$ cat src/rtl/pip_pkg.sv
// Shared types and constants for the point-in-polygon ray-cast block.
package pip_pkg;

  localparam int unsigned FIELD_W   = 19;
  localparam int unsigned CFG_IDX_W = 1;
  localparam int unsigned RAY_W     = 21;
  localparam int unsigned STEP_W    = 3;
  localparam int unsigned NUM_STEPS = 8;

  // fixed ray direction: 1e6-long ray at 1 degree, rounded
  localparam logic signed [RAY_W-1:0] RAY_DX = 21'sd999848;
  localparam logic signed [RAY_W-1:0] RAY_DY = 21'sd17452;

  typedef enum logic [CFG_IDX_W-1:0] {
    CFG_QUERY_X = 1'b0,
    CFG_QUERY_Y = 1'b1
  } cfg_idx_e;

  typedef enum logic [4:0] {
    S_IDLE = 5'b00001,
    S_LOAD = 5'b00010,
    S_MUL  = 5'b00100,
    S_EVAL = 5'b01000,
    S_FIN  = 5'b10000
  } state_e;

  // product schedule of one edge
  typedef enum logic [STEP_W-1:0] {
    ST_AY_EX = 3'd0,
    ST_AX_EY = 3'd1,
    ST_EX_DY = 3'd2,
    ST_EY_DX = 3'd3,
    ST_AX_DY = 3'd4,
    ST_AY_DX = 3'd5,
    ST_BX_DY = 3'd6,
    ST_BY_DX = 3'd7
  } step_e;

  typedef struct packed {
    logic  issue;
    logic  clear;
    logic  sub;
    step_e step;
  } mac_ctl_t;

  typedef struct packed {
    logic  vld;
    logic  neg;
    logic  zero;
    step_e step;
  } mac_res_t;

  typedef struct packed {
    logic neg;
    logic zero;
  } sign_t;

endpackage

$ cat src/rtl/pip_if.sv
// Channel interfaces: vertex input, verdict output, configuration write.
interface pip_vtx_if;
  logic                                 valid;
  logic                                 ready;
  logic signed [pip_pkg::FIELD_W-1:0]   vertex_x;
  logic signed [pip_pkg::FIELD_W-1:0]   vertex_y;
  logic                                 last_vertex;

  modport source (output valid, output vertex_x, output vertex_y, output last_vertex,
                  input ready);
  modport sink   (input valid, input vertex_x, input vertex_y, input last_vertex,
                  output ready);
endinterface

interface pip_res_if;
  logic valid;
  logic ready;
  logic contains;
  logic on_boundary;

  modport source (output valid, output contains, output on_boundary, input ready);
  modport sink   (input valid, input contains, input on_boundary, output ready);
endinterface

interface pip_cfg_if;
  logic                                 valid;
  logic                                 ready;
  logic [pip_pkg::CFG_IDX_W-1:0]        index;
  logic [pip_pkg::FIELD_W-1:0]          wdata;

  modport source (output valid, output index, output wdata, input ready);
  modport sink   (input valid, input index, input wdata, output ready);
endinterface

$ cat src/rtl/pip_mac.sv
// Shared signed multiply-accumulate unit with sign and zero report.
module pip_mac #(
  parameter int unsigned AW = 20,
  parameter int unsigned BW = 21
) (
  input  logic                 clk_i,
  input  logic                 rst_ni,
  input  pip_pkg::mac_ctl_t    ctl_i,
  input  logic signed [AW-1:0] a_i,
  input  logic signed [BW-1:0] b_i,
  output pip_pkg::mac_res_t    res_o
);

  localparam int unsigned PW    = AW + BW;
  localparam int unsigned ACC_W = PW + 2;

  pip_pkg::mac_ctl_t     ctl_q;
  logic signed [PW-1:0]  prod_q;
  logic signed [ACC_W-1:0] acc_q, acc_d, addend;

  always_ff @(posedge clk_i or negedge rst_ni) begin
    if (!rst_ni) begin
      ctl_q <= '0;
    end else begin
      ctl_q <= ctl_i;
    end
  end

  always_ff @(posedge clk_i) begin
    prod_q <= a_i * b_i;
    if (ctl_q.issue) begin
      acc_q <= acc_d;
    end
  end

  always_comb begin
    addend = ctl_q.sub ? -ACC_W'(prod_q) : ACC_W'(prod_q);
    acc_d  = (ctl_q.clear ? ACC_W'(0) : acc_q) + addend;
  end

  assign res_o.vld  = ctl_q.issue;
  assign res_o.neg  = acc_d[ACC_W-1];
  assign res_o.zero = (acc_d == ACC_W'(0));
  assign res_o.step = ctl_q.step;

endmodule

$ cat src/rtl/point_in_polygon_ray_cast.sv
// Point-in-polygon test by ray casting: top level with sequencer and edge datapath.
//
// Usage: write query_x / query_y on cfg_i (index 0 / 1) while idle; cfg_i is
// always ready. Stream the polygon's vertices in order on vtx_i, one beat per
// vertex, last_vertex set on the final one. Each vertex after the first closes
// an edge; the final one also closes the edge back to the first vertex. One
// verdict beat (contains, on_boundary) leaves on res_o per polygon.
// Datapath: every edge goes through one shared multiply-accumulate unit, eight
// products in sequence; each edge is loaded, multiplied and drained, then
// evaluated. A first, non-final vertex is only stored; after an inner vertex
// vtx_i is not ready again until its edge is evaluated. A final vertex after
// the first closes its edge and the closing edge ahead of the verdict for res_o.
// The verdict sits in an output register: vtx_i takes the next polygon while
// it waits. If a second verdict is due before res_o is taken, the sequencer
// holds (vtx_i not ready) until the receiver takes the first.
// Reset clears the query to zero and starts a new polygon with no output
// pending.
module point_in_polygon_ray_cast #(
  parameter int unsigned COORD_BITS = 19
) (
  input  logic         clk_i,
  input  logic         rst_ni,
  pip_vtx_if.sink      vtx_i,
  pip_res_if.source    res_o,
  pip_cfg_if.sink      cfg_i
);

  localparam int unsigned DW = COORD_BITS + 1;
  localparam int unsigned RW = pip_pkg::RAY_W;
  localparam int unsigned SW = pip_pkg::STEP_W;

  typedef logic signed [COORD_BITS-1:0] crd_t;
  typedef logic signed [DW-1:0]         dif_t;
  typedef logic signed [RW-1:0]         rw_t;

  pip_pkg::state_e   state_q;
  logic              have_first_q, parity_q, bnd_q, out_vld_q;
  logic              res_contains_q, res_onb_q;
  crd_t              qx_q, qy_q;
  crd_t              first_x_q, first_y_q, prev_x_q, prev_y_q;
  crd_t              px_q, py_q, ex_pt_q, ey_pt_q;
  logic              last_q, pass_q;
  dif_t              ex_q, ey_q, ax_q, ay_q, bx_q, by_q;
  logic              inbox_q, rayx_q, rayy_q;
  logic [SW:0]       cnt_q;
  pip_pkg::sign_t    sgn_q [4];

  crd_t              vin_x, vin_y;
  dif_t              ex_d, ey_d, ax_d, ay_d, bx_d, by_d;
  logic              inbox_d, rayx_d, rayy_d;
  logic              vtx_acc, on_edge, hit, p12, p34, fin_go;
  pip_pkg::mac_ctl_t mac_ctl;
  pip_pkg::mac_res_t mac_res;
  dif_t              op_a;
  rw_t               op_b;
  pip_pkg::step_e    step;

  assign vin_x   = crd_t'(vtx_i.vertex_x[COORD_BITS-1:0]);
  assign vin_y   = crd_t'(vtx_i.vertex_y[COORD_BITS-1:0]);
  assign vtx_acc = vtx_i.valid && vtx_i.ready;
  assign fin_go  = (state_q == pip_pkg::S_FIN) && (!out_vld_q || res_o.ready);

  assign vtx_i.ready       = (state_q == pip_pkg::S_IDLE);
  assign cfg_i.ready       = 1'b1;
  assign res_o.valid       = out_vld_q;
  assign res_o.contains    = res_contains_q;
  assign res_o.on_boundary = res_onb_q;

  // edge set-up: differences and box tests against the query
  always_comb begin
    ex_d = dif_t'(ex_pt_q) - dif_t'(px_q);
    ey_d = dif_t'(ey_pt_q) - dif_t'(py_q);
    ax_d = dif_t'(qx_q) - dif_t'(px_q);
    ay_d = dif_t'(qy_q) - dif_t'(py_q);
    bx_d = dif_t'(qx_q) - dif_t'(ex_pt_q);
    by_d = dif_t'(qy_q) - dif_t'(ey_pt_q);
    // query inside the edge's bounding box
    inbox_d = !((ax_d > 0 && bx_d > 0) || (ax_d < 0 && bx_d < 0)) &&
              !((ay_d > 0 && by_d > 0) || (ay_d < 0 && by_d < 0));
    // edge box overlaps the ray box
    rayx_d = (ax_d <= 0 || bx_d <= 0) &&
             (rw_t'(ax_d) >= -pip_pkg::RAY_DX || rw_t'(bx_d) >= -pip_pkg::RAY_DX);
    rayy_d = (ay_d <= 0 || by_d <= 0) &&
             (rw_t'(ay_d) >= -pip_pkg::RAY_DY || rw_t'(by_d) >= -pip_pkg::RAY_DY);
  end

  // product schedule: c1 = ay*ex - ax*ey, c2 = c1 + ex*DY - ey*DX,
  // c3 = ax*DY - ay*DX, c4 = bx*DY - by*DX
  assign step = pip_pkg::step_e'(cnt_q[SW-1:0]);

  always_comb begin
    op_a = ay_q;
    op_b = rw_t'(ex_q);
    case (step)
      pip_pkg::ST_AY_EX: begin op_a = ay_q; op_b = rw_t'(ex_q);      end
      pip_pkg::ST_AX_EY: begin op_a = ax_q; op_b = rw_t'(ey_q);      end
      pip_pkg::ST_EX_DY: begin op_a = ex_q; op_b = pip_pkg::RAY_DY;  end
      pip_pkg::ST_EY_DX: begin op_a = ey_q; op_b = pip_pkg::RAY_DX;  end
      pip_pkg::ST_AX_DY: begin op_a = ax_q; op_b = pip_pkg::RAY_DY;  end
      pip_pkg::ST_AY_DX: begin op_a = ay_q; op_b = pip_pkg::RAY_DX;  end
      pip_pkg::ST_BX_DY: begin op_a = bx_q; op_b = pip_pkg::RAY_DY;  end
      pip_pkg::ST_BY_DX: begin op_a = by_q; op_b = pip_pkg::RAY_DX;  end
      default:           begin op_a = ay_q; op_b = rw_t'(ex_q);      end
    endcase
  end

  assign mac_ctl.issue = (state_q == pip_pkg::S_MUL) && !cnt_q[SW];
  assign mac_ctl.clear = (step == pip_pkg::ST_AY_EX) || (step == pip_pkg::ST_AX_DY) ||
                         (step == pip_pkg::ST_BX_DY);
  assign mac_ctl.sub   = cnt_q[0];
  assign mac_ctl.step  = step;

  pip_mac #(
    .AW (DW),
    .BW (RW)
  ) u_mac (
    .clk_i  (clk_i),
    .rst_ni (rst_ni),
    .ctl_i  (mac_ctl),
    .a_i    (op_a),
    .b_i    (op_b),
    .res_o  (mac_res)
  );

  // edge verdict from the captured signs
  always_comb begin
    on_edge = sgn_q[0].zero && inbox_q;
    p12 = sgn_q[0].zero || sgn_q[1].zero || (sgn_q[0].neg != sgn_q[1].neg);
    p34 = sgn_q[2].zero || sgn_q[3].zero || (sgn_q[2].neg != sgn_q[3].neg);
    hit = rayx_q && rayy_q && p12 && p34;
  end

  always_ff @(posedge clk_i or negedge rst_ni) begin
    if (!rst_ni) begin
      state_q      <= pip_pkg::S_IDLE;
      have_first_q <= 1'b0;
      parity_q     <= 1'b0;
      bnd_q        <= 1'b0;
      out_vld_q    <= 1'b0;
      qx_q         <= '0;
      qy_q         <= '0;
    end else begin
      if (cfg_i.valid && cfg_i.ready) begin
        case (pip_pkg::cfg_idx_e'(cfg_i.index))
          pip_pkg::CFG_QUERY_X: qx_q <= crd_t'(cfg_i.wdata[COORD_BITS-1:0]);
          pip_pkg::CFG_QUERY_Y: qy_q <= crd_t'(cfg_i.wdata[COORD_BITS-1:0]);
          default: ;
        endcase
      end
      // a new verdict may load in the cycle the old one is taken
      if (fin_go) begin
        out_vld_q <= 1'b1;
      end else if (res_o.valid && res_o.ready) begin
        out_vld_q <= 1'b0;
      end
      case (state_q)
        pip_pkg::S_IDLE: begin
          if (vtx_acc) begin
            if (have_first_q) begin
              state_q <= pip_pkg::S_LOAD;
            end else begin
              have_first_q <= 1'b1;
              if (vtx_i.last_vertex) begin
                state_q <= pip_pkg::S_LOAD;
              end
            end
          end
        end
        pip_pkg::S_LOAD: state_q <= pip_pkg::S_MUL;
        pip_pkg::S_MUL: begin
          if (cnt_q[SW]) begin
            state_q <= pip_pkg::S_EVAL;
          end
        end
        pip_pkg::S_EVAL: begin
          bnd_q    <= bnd_q | on_edge;
          parity_q <= parity_q ^ (!on_edge && hit);
          if (last_q && !pass_q) begin
            state_q <= pip_pkg::S_LOAD;
          end else if (last_q) begin
            state_q <= pip_pkg::S_FIN;
          end else begin
            state_q <= pip_pkg::S_IDLE;
          end
        end
        pip_pkg::S_FIN: begin
          if (fin_go) begin
            have_first_q <= 1'b0;
            parity_q     <= 1'b0;
            bnd_q        <= 1'b0;
            state_q      <= pip_pkg::S_IDLE;
          end
        end
        default: state_q <= pip_pkg::S_IDLE;
      endcase
    end
  end

  always_ff @(posedge clk_i) begin
    if (vtx_acc) begin
      prev_x_q <= vin_x;
      prev_y_q <= vin_y;
      last_q   <= vtx_i.last_vertex;
      if (have_first_q) begin
        px_q    <= prev_x_q;
        py_q    <= prev_y_q;
        ex_pt_q <= vin_x;
        ey_pt_q <= vin_y;
        pass_q  <= 1'b0;
      end else begin
        // first vertex: kept as the start; if also final, the closing edge degenerates to a point
        first_x_q <= vin_x;
        first_y_q <= vin_y;
        px_q      <= vin_x;
        py_q      <= vin_y;
        ex_pt_q   <= vin_x;
        ey_pt_q   <= vin_y;
        pass_q    <= 1'b1;
      end
    end
    if (state_q == pip_pkg::S_LOAD) begin
      ex_q    <= ex_d;
      ey_q    <= ey_d;
      ax_q    <= ax_d;
      ay_q    <= ay_d;
      bx_q    <= bx_d;
      by_q    <= by_d;
      inbox_q <= inbox_d;
      rayx_q  <= rayx_d;
      rayy_q  <= rayy_d;
      cnt_q   <= '0;
    end
    if (state_q == pip_pkg::S_MUL) begin
      cnt_q <= cnt_q + 1'b1;
    end
    // odd steps finish a sum; keep its sign
    if (mac_res.vld && mac_res.step[0]) begin
      sgn_q[mac_res.step[SW-1:1]] <= '{neg: mac_res.neg, zero: mac_res.zero};
    end
    if ((state_q == pip_pkg::S_EVAL) && last_q && !pass_q) begin
      pass_q  <= 1'b1;
      px_q    <= ex_pt_q;
      py_q    <= ey_pt_q;
      ex_pt_q <= first_x_q;
      ey_pt_q <= first_y_q;
    end
    if (fin_go) begin
      res_contains_q <= bnd_q || parity_q;
      res_onb_q      <= bnd_q;
    end
  end

endmodule

$ cat src/flat_wrapper.sv
// flat-port wrapper written by rule: the top's interface ports become plain ports
module point_in_polygon_ray_cast_flat 
#(
  parameter int unsigned COORD_BITS = 19
)
  (clk_i, rst_ni, vtx_i_valid, vtx_i_vertex_x, vtx_i_vertex_y, vtx_i_last_vertex, vtx_i_ready, res_o_valid, res_o_contains, res_o_on_boundary, res_o_ready, cfg_i_valid, cfg_i_index, cfg_i_wdata, cfg_i_ready);
  pip_vtx_if vtx_i_i ();
  pip_res_if res_o_i ();
  pip_cfg_if cfg_i_i ();
  input  logic clk_i;
  input  logic rst_ni;
  input wire logic [$bits(vtx_i_i.valid)-1:0] vtx_i_valid;
  input wire logic [$bits(vtx_i_i.vertex_x)-1:0] vtx_i_vertex_x;
  input wire logic [$bits(vtx_i_i.vertex_y)-1:0] vtx_i_vertex_y;
  input wire logic [$bits(vtx_i_i.last_vertex)-1:0] vtx_i_last_vertex;
  output wire logic [$bits(vtx_i_i.ready)-1:0] vtx_i_ready;
  output wire logic [$bits(res_o_i.valid)-1:0] res_o_valid;
  output wire logic [$bits(res_o_i.contains)-1:0] res_o_contains;
  output wire logic [$bits(res_o_i.on_boundary)-1:0] res_o_on_boundary;
  input wire logic [$bits(res_o_i.ready)-1:0] res_o_ready;
  input wire logic [$bits(cfg_i_i.valid)-1:0] cfg_i_valid;
  input wire logic [$bits(cfg_i_i.index)-1:0] cfg_i_index;
  input wire logic [$bits(cfg_i_i.wdata)-1:0] cfg_i_wdata;
  output wire logic [$bits(cfg_i_i.ready)-1:0] cfg_i_ready;
  assign vtx_i_i.valid = vtx_i_valid;
  assign vtx_i_i.vertex_x = vtx_i_vertex_x;
  assign vtx_i_i.vertex_y = vtx_i_vertex_y;
  assign vtx_i_i.last_vertex = vtx_i_last_vertex;
  assign vtx_i_ready = vtx_i_i.ready;
  assign res_o_valid = res_o_i.valid;
  assign res_o_contains = res_o_i.contains;
  assign res_o_on_boundary = res_o_i.on_boundary;
  assign res_o_i.ready = res_o_ready;
  assign cfg_i_i.valid = cfg_i_valid;
  assign cfg_i_i.index = cfg_i_index;
  assign cfg_i_i.wdata = cfg_i_wdata;
  assign cfg_i_ready = cfg_i_i.ready;
  point_in_polygon_ray_cast #(.COORD_BITS(COORD_BITS)) u_core (.clk_i(clk_i), .rst_ni(rst_ni), .vtx_i(vtx_i_i), .res_o(res_o_i), .cfg_i(cfg_i_i));
endmodule
$ cat config.mk
export PLATFORM = sky130hd
export DESIGN_NAME = point_in_polygon_ray_cast_flat
export DESIGN_NICKNAME = d
export VERILOG_FILES = /design/src/rtl/pip_pkg.sv /design/src/rtl/pip_if.sv /design/src/rtl/pip_mac.sv /design/src/rtl/point_in_polygon_ray_cast.sv /design/src/flat_wrapper.sv
export SDC_FILE = /design/constraint.sdc
export NUM_CORES = 2
export LEC_CHECK = 0
export ABC_AREA = 1
export BUFFER_PORTS_ARGS = -buffer_cell sky130_fd_sc_hd__buf_4
export CAP_MARGIN = 10
export CORE_MARGIN = 8
export CORE_UTILIZATION = 40
export DETAILED_ROUTE_END_ITERATION = 8
export GPL_ROUTABILITY_DRIVEN = 0
export PLACE_DENSITY_LB_ADDON = 0.05
export SETUP_SLACK_MARGIN = 0.15
export SYNTH_ARGS = -nofsm -noshare
export SYNTH_HDL_FRONTEND = slang
export SYNTH_SLANG_ARGS = --single-unit
$ cat constraint.sdc
create_clock -name clk_i -period 42.1 [get_ports clk_i]
set_input_delay 4.21 -clock clk_i [delete_from_list [all_inputs] [get_ports clk_i]]
set_output_delay 4.21 -clock clk_i [all_outputs]
set_load 0.03 [all_outputs]
==> metrics.yaml <==
status: "completed"
drtAntennaViolNets: 0
synth_cell_types: 65
max-cap-violations: 0
synth_area_leader_cell: "edfxtp_1"
cts_resized: 0
async_flop_share_pct: 12.2
syn_nets: 6141
first_global_vias: 35500
gr-total-overflow: 0
max_slew.worst_pin.slew_ps: 1110
clk_path_buf_depth: 3
drc: 0
drt_iter0_markers: 2470
path_class: "reg -> reg"
die_w_um: 345
final_cell_mix: "1,188 x inv_1, 1,047 x nand2_1, 660 x nor2_1"
cts_hold_buf: 0
max_stage_delay_ps: 710
dp_hpwl_mm: 113
dieArea_um2: 119000
syn2layout_area_growth_pct: 8.95
max_freq_ghz: 0.107
routedWlPerCell_um: 19.7
finalCritPeriodShare_pct: 22.2
start_kind: "flop"
fp.coreArea_um2: 107000
nets: 6188
worstPathRequired_ps: 42670
crit_top_cell: "fa_1"
num_vias: 34600
min_from: "u_core.bnd_q$_DFFE_PN0P_"
hold_class: "reg -> reg"
die_h_um: 345
syn_area_um2: 43200
antenna_found_initial: 0
synth_edf_count: 333
path_depth: 30
slew_violations: 0
wl_met1_mm: 59.0
cts_tree: "built"
reg2reg_from: "u_core.cnt_q[1]$_SDFFCE_PP0P_"
crit_path_top_delay_cell: "o21ai_2"
postCtsSetupRepairBufs: 0
met2WireLength_mm: 64.4
rsz0062_at_grt: "no"
ys_seq_area_share_pct: 28.1
cts_root_buffer: "clkbuf_16"
syn_avg_cell_area_um2: 8.07
grt_max_degree: 83
syn_inst: 5360
synth_area_leaders: "edfxtp_1 23%, fa_1 21%, inv_1 10%"
hold_depth: 0
final_common_cell: "inv_1"
rows: 120
crit_path_max_fanout: 20
top_layer: "met4"
relSlewSlack_pct: 26.2
clock_sinks: 427
ys_warn_count: 0
synth-main-ff-cell: "edfxtp_1"
drt_wl_total_mm: 135
gr-usage-all-layers_pct: 22.9
fin_tns_setup_ps: 0
cp_num_buf_inv: 7
synth_top_area_share_pct: 23.1
r2r_cells: 30
synth_seq_cells: 427
critical_path.top_delay_family: "adder cells"
path_clk_slew_ps: 60
htree_levels: 2
post-route-min-period_ps: 9330
initial_core_util_pct: 40.3
antenna_cells: 0
grt_pass1_wl_mm: 210
vias_per_cell: 5.05
worstSetupEndpointType: "flop"
cts_buffers: 52
final.fill_count: 11000
finalSetupViolCount: 0
hold_viol_final: 0
crit_start: "u_core.cnt_q[1]$_SDFFCE_PP0P_"
port_buffers: 67
final.setup_skew_ps: 38.4
final_layout_size_suffix_gt1_share_pct: 4.97
crit_arrival_ps: 9900
clk_latency_ps: 660
ios: 69
wl_met3_mm: 6.29
dr.pass1.iters: 8
## synthesized netlist by cell type (all sizes together) (42+ instances only)
cell	count
edfxtp	333
inv	1208
nor2	671
dfxtp	42
nand3	183
ha	272
xor2	100
o21ai	235
xnor2	54
o211ai	44
a21oi	257
fa	445
dfrtp	51
clkbuf	56
buf	53
nand2	1051
nand4	71
nor3	47
## metal layers
metal / up-vias / track usage [%]
li1: 16900 / -
met1: 16700 / 29.9
met2: 821 / 39.2
met3: 203 / 2.79
met4: 0 / 7.92
met5: - / 0
## final cells by class
type / count / area (µm²) / area share (%)
multi-input cells: 3608 / 26100 / 55.4
flip-flops and latches: 427 / 12100 / 25.8
inverters: 1216 / 4570 / 9.70
well taps: 1403 / 1760 / 3.73
clock buffers: 60 / 1380 / 2.94
repair buffers: 102 / 766 / 1.63
clock inverters: 38 / 407 / 0.863
## logic make-up after synthesis
group / share of synthesized area, %
AOI/OAI and AO/OA: 8.98
DFF: 28.1
buffers and inverters: 11.8
other: 0.00867
xor gates and xnor gates: 3.12
adders and majority gates: 28.5
and+or+nand+nor: 19.5
## final timing paths
path	end	slack, ps
worst max-delay path	u_core.u_mac.prod_q[40]$_DFF_P_	32770
worst min-delay path	u_core.res_o.on_boundary$_DFFE_PP_	440
worst max register to register	u_core.u_mac.prod_q[40]$_DFF_P_	32770
worst min register to register	u_core.res_o.on_boundary$_DFFE_PP_	440
max in group asynchronous	u_core.u_mac.res_o[5]$_DFF_PN0_	37850
min in group asynchronous	u_core.qy_q[9]$_DFFE_PN0P_	3670
## state kept, by name, indices dropped and copies added (netlist names), 8 cells and up
| name | flops |
|---|---|
| u_core.px_q | 19 |
| u_core.qx_q | 19 |
| u_core.first_y_q | 19 |
| u_core.u_mac.acc_q | 43 |
| u_core.ax_q | 20 |
| u_core.ay_q | 20 |
| u_core.ey_q | 20 |
| u_core.by_q | 20 |
| u_core.py_q | 19 |
| u_core.prev_y_q | 19 |
| u_core.qy_q | 19 |
| u_core.u_mac.prod_q | 41 |
| u_core.sgn_q | 8 |
| u_core.prev_x_q | 19 |
| u_core.ex_pt_q | 19 |
| u_core.ey_pt_q | 19 |
| u_core.ex_q | 20 |
| u_core.bx_q | 20 |
| u_core.first_x_q | 19 |
## metrics by stage
step	setup slack [ps]	cells	hold WS (ps)	util (%)	area (µm²)
floorplan	28370	5360	421	-	43200
global placement	33060	6756	429	42.3	45300
detailed placement	32910	6756	430	42.3	45300
CTS	32890	6854	451	43.9	47100
global route	32220	6854	467	43.9	47100
finish	32770	6854	441	43.9	47100
Power is not shown: default switching activity piles up to over one toggle a cycle in this logic, so the estimate is an artifact.
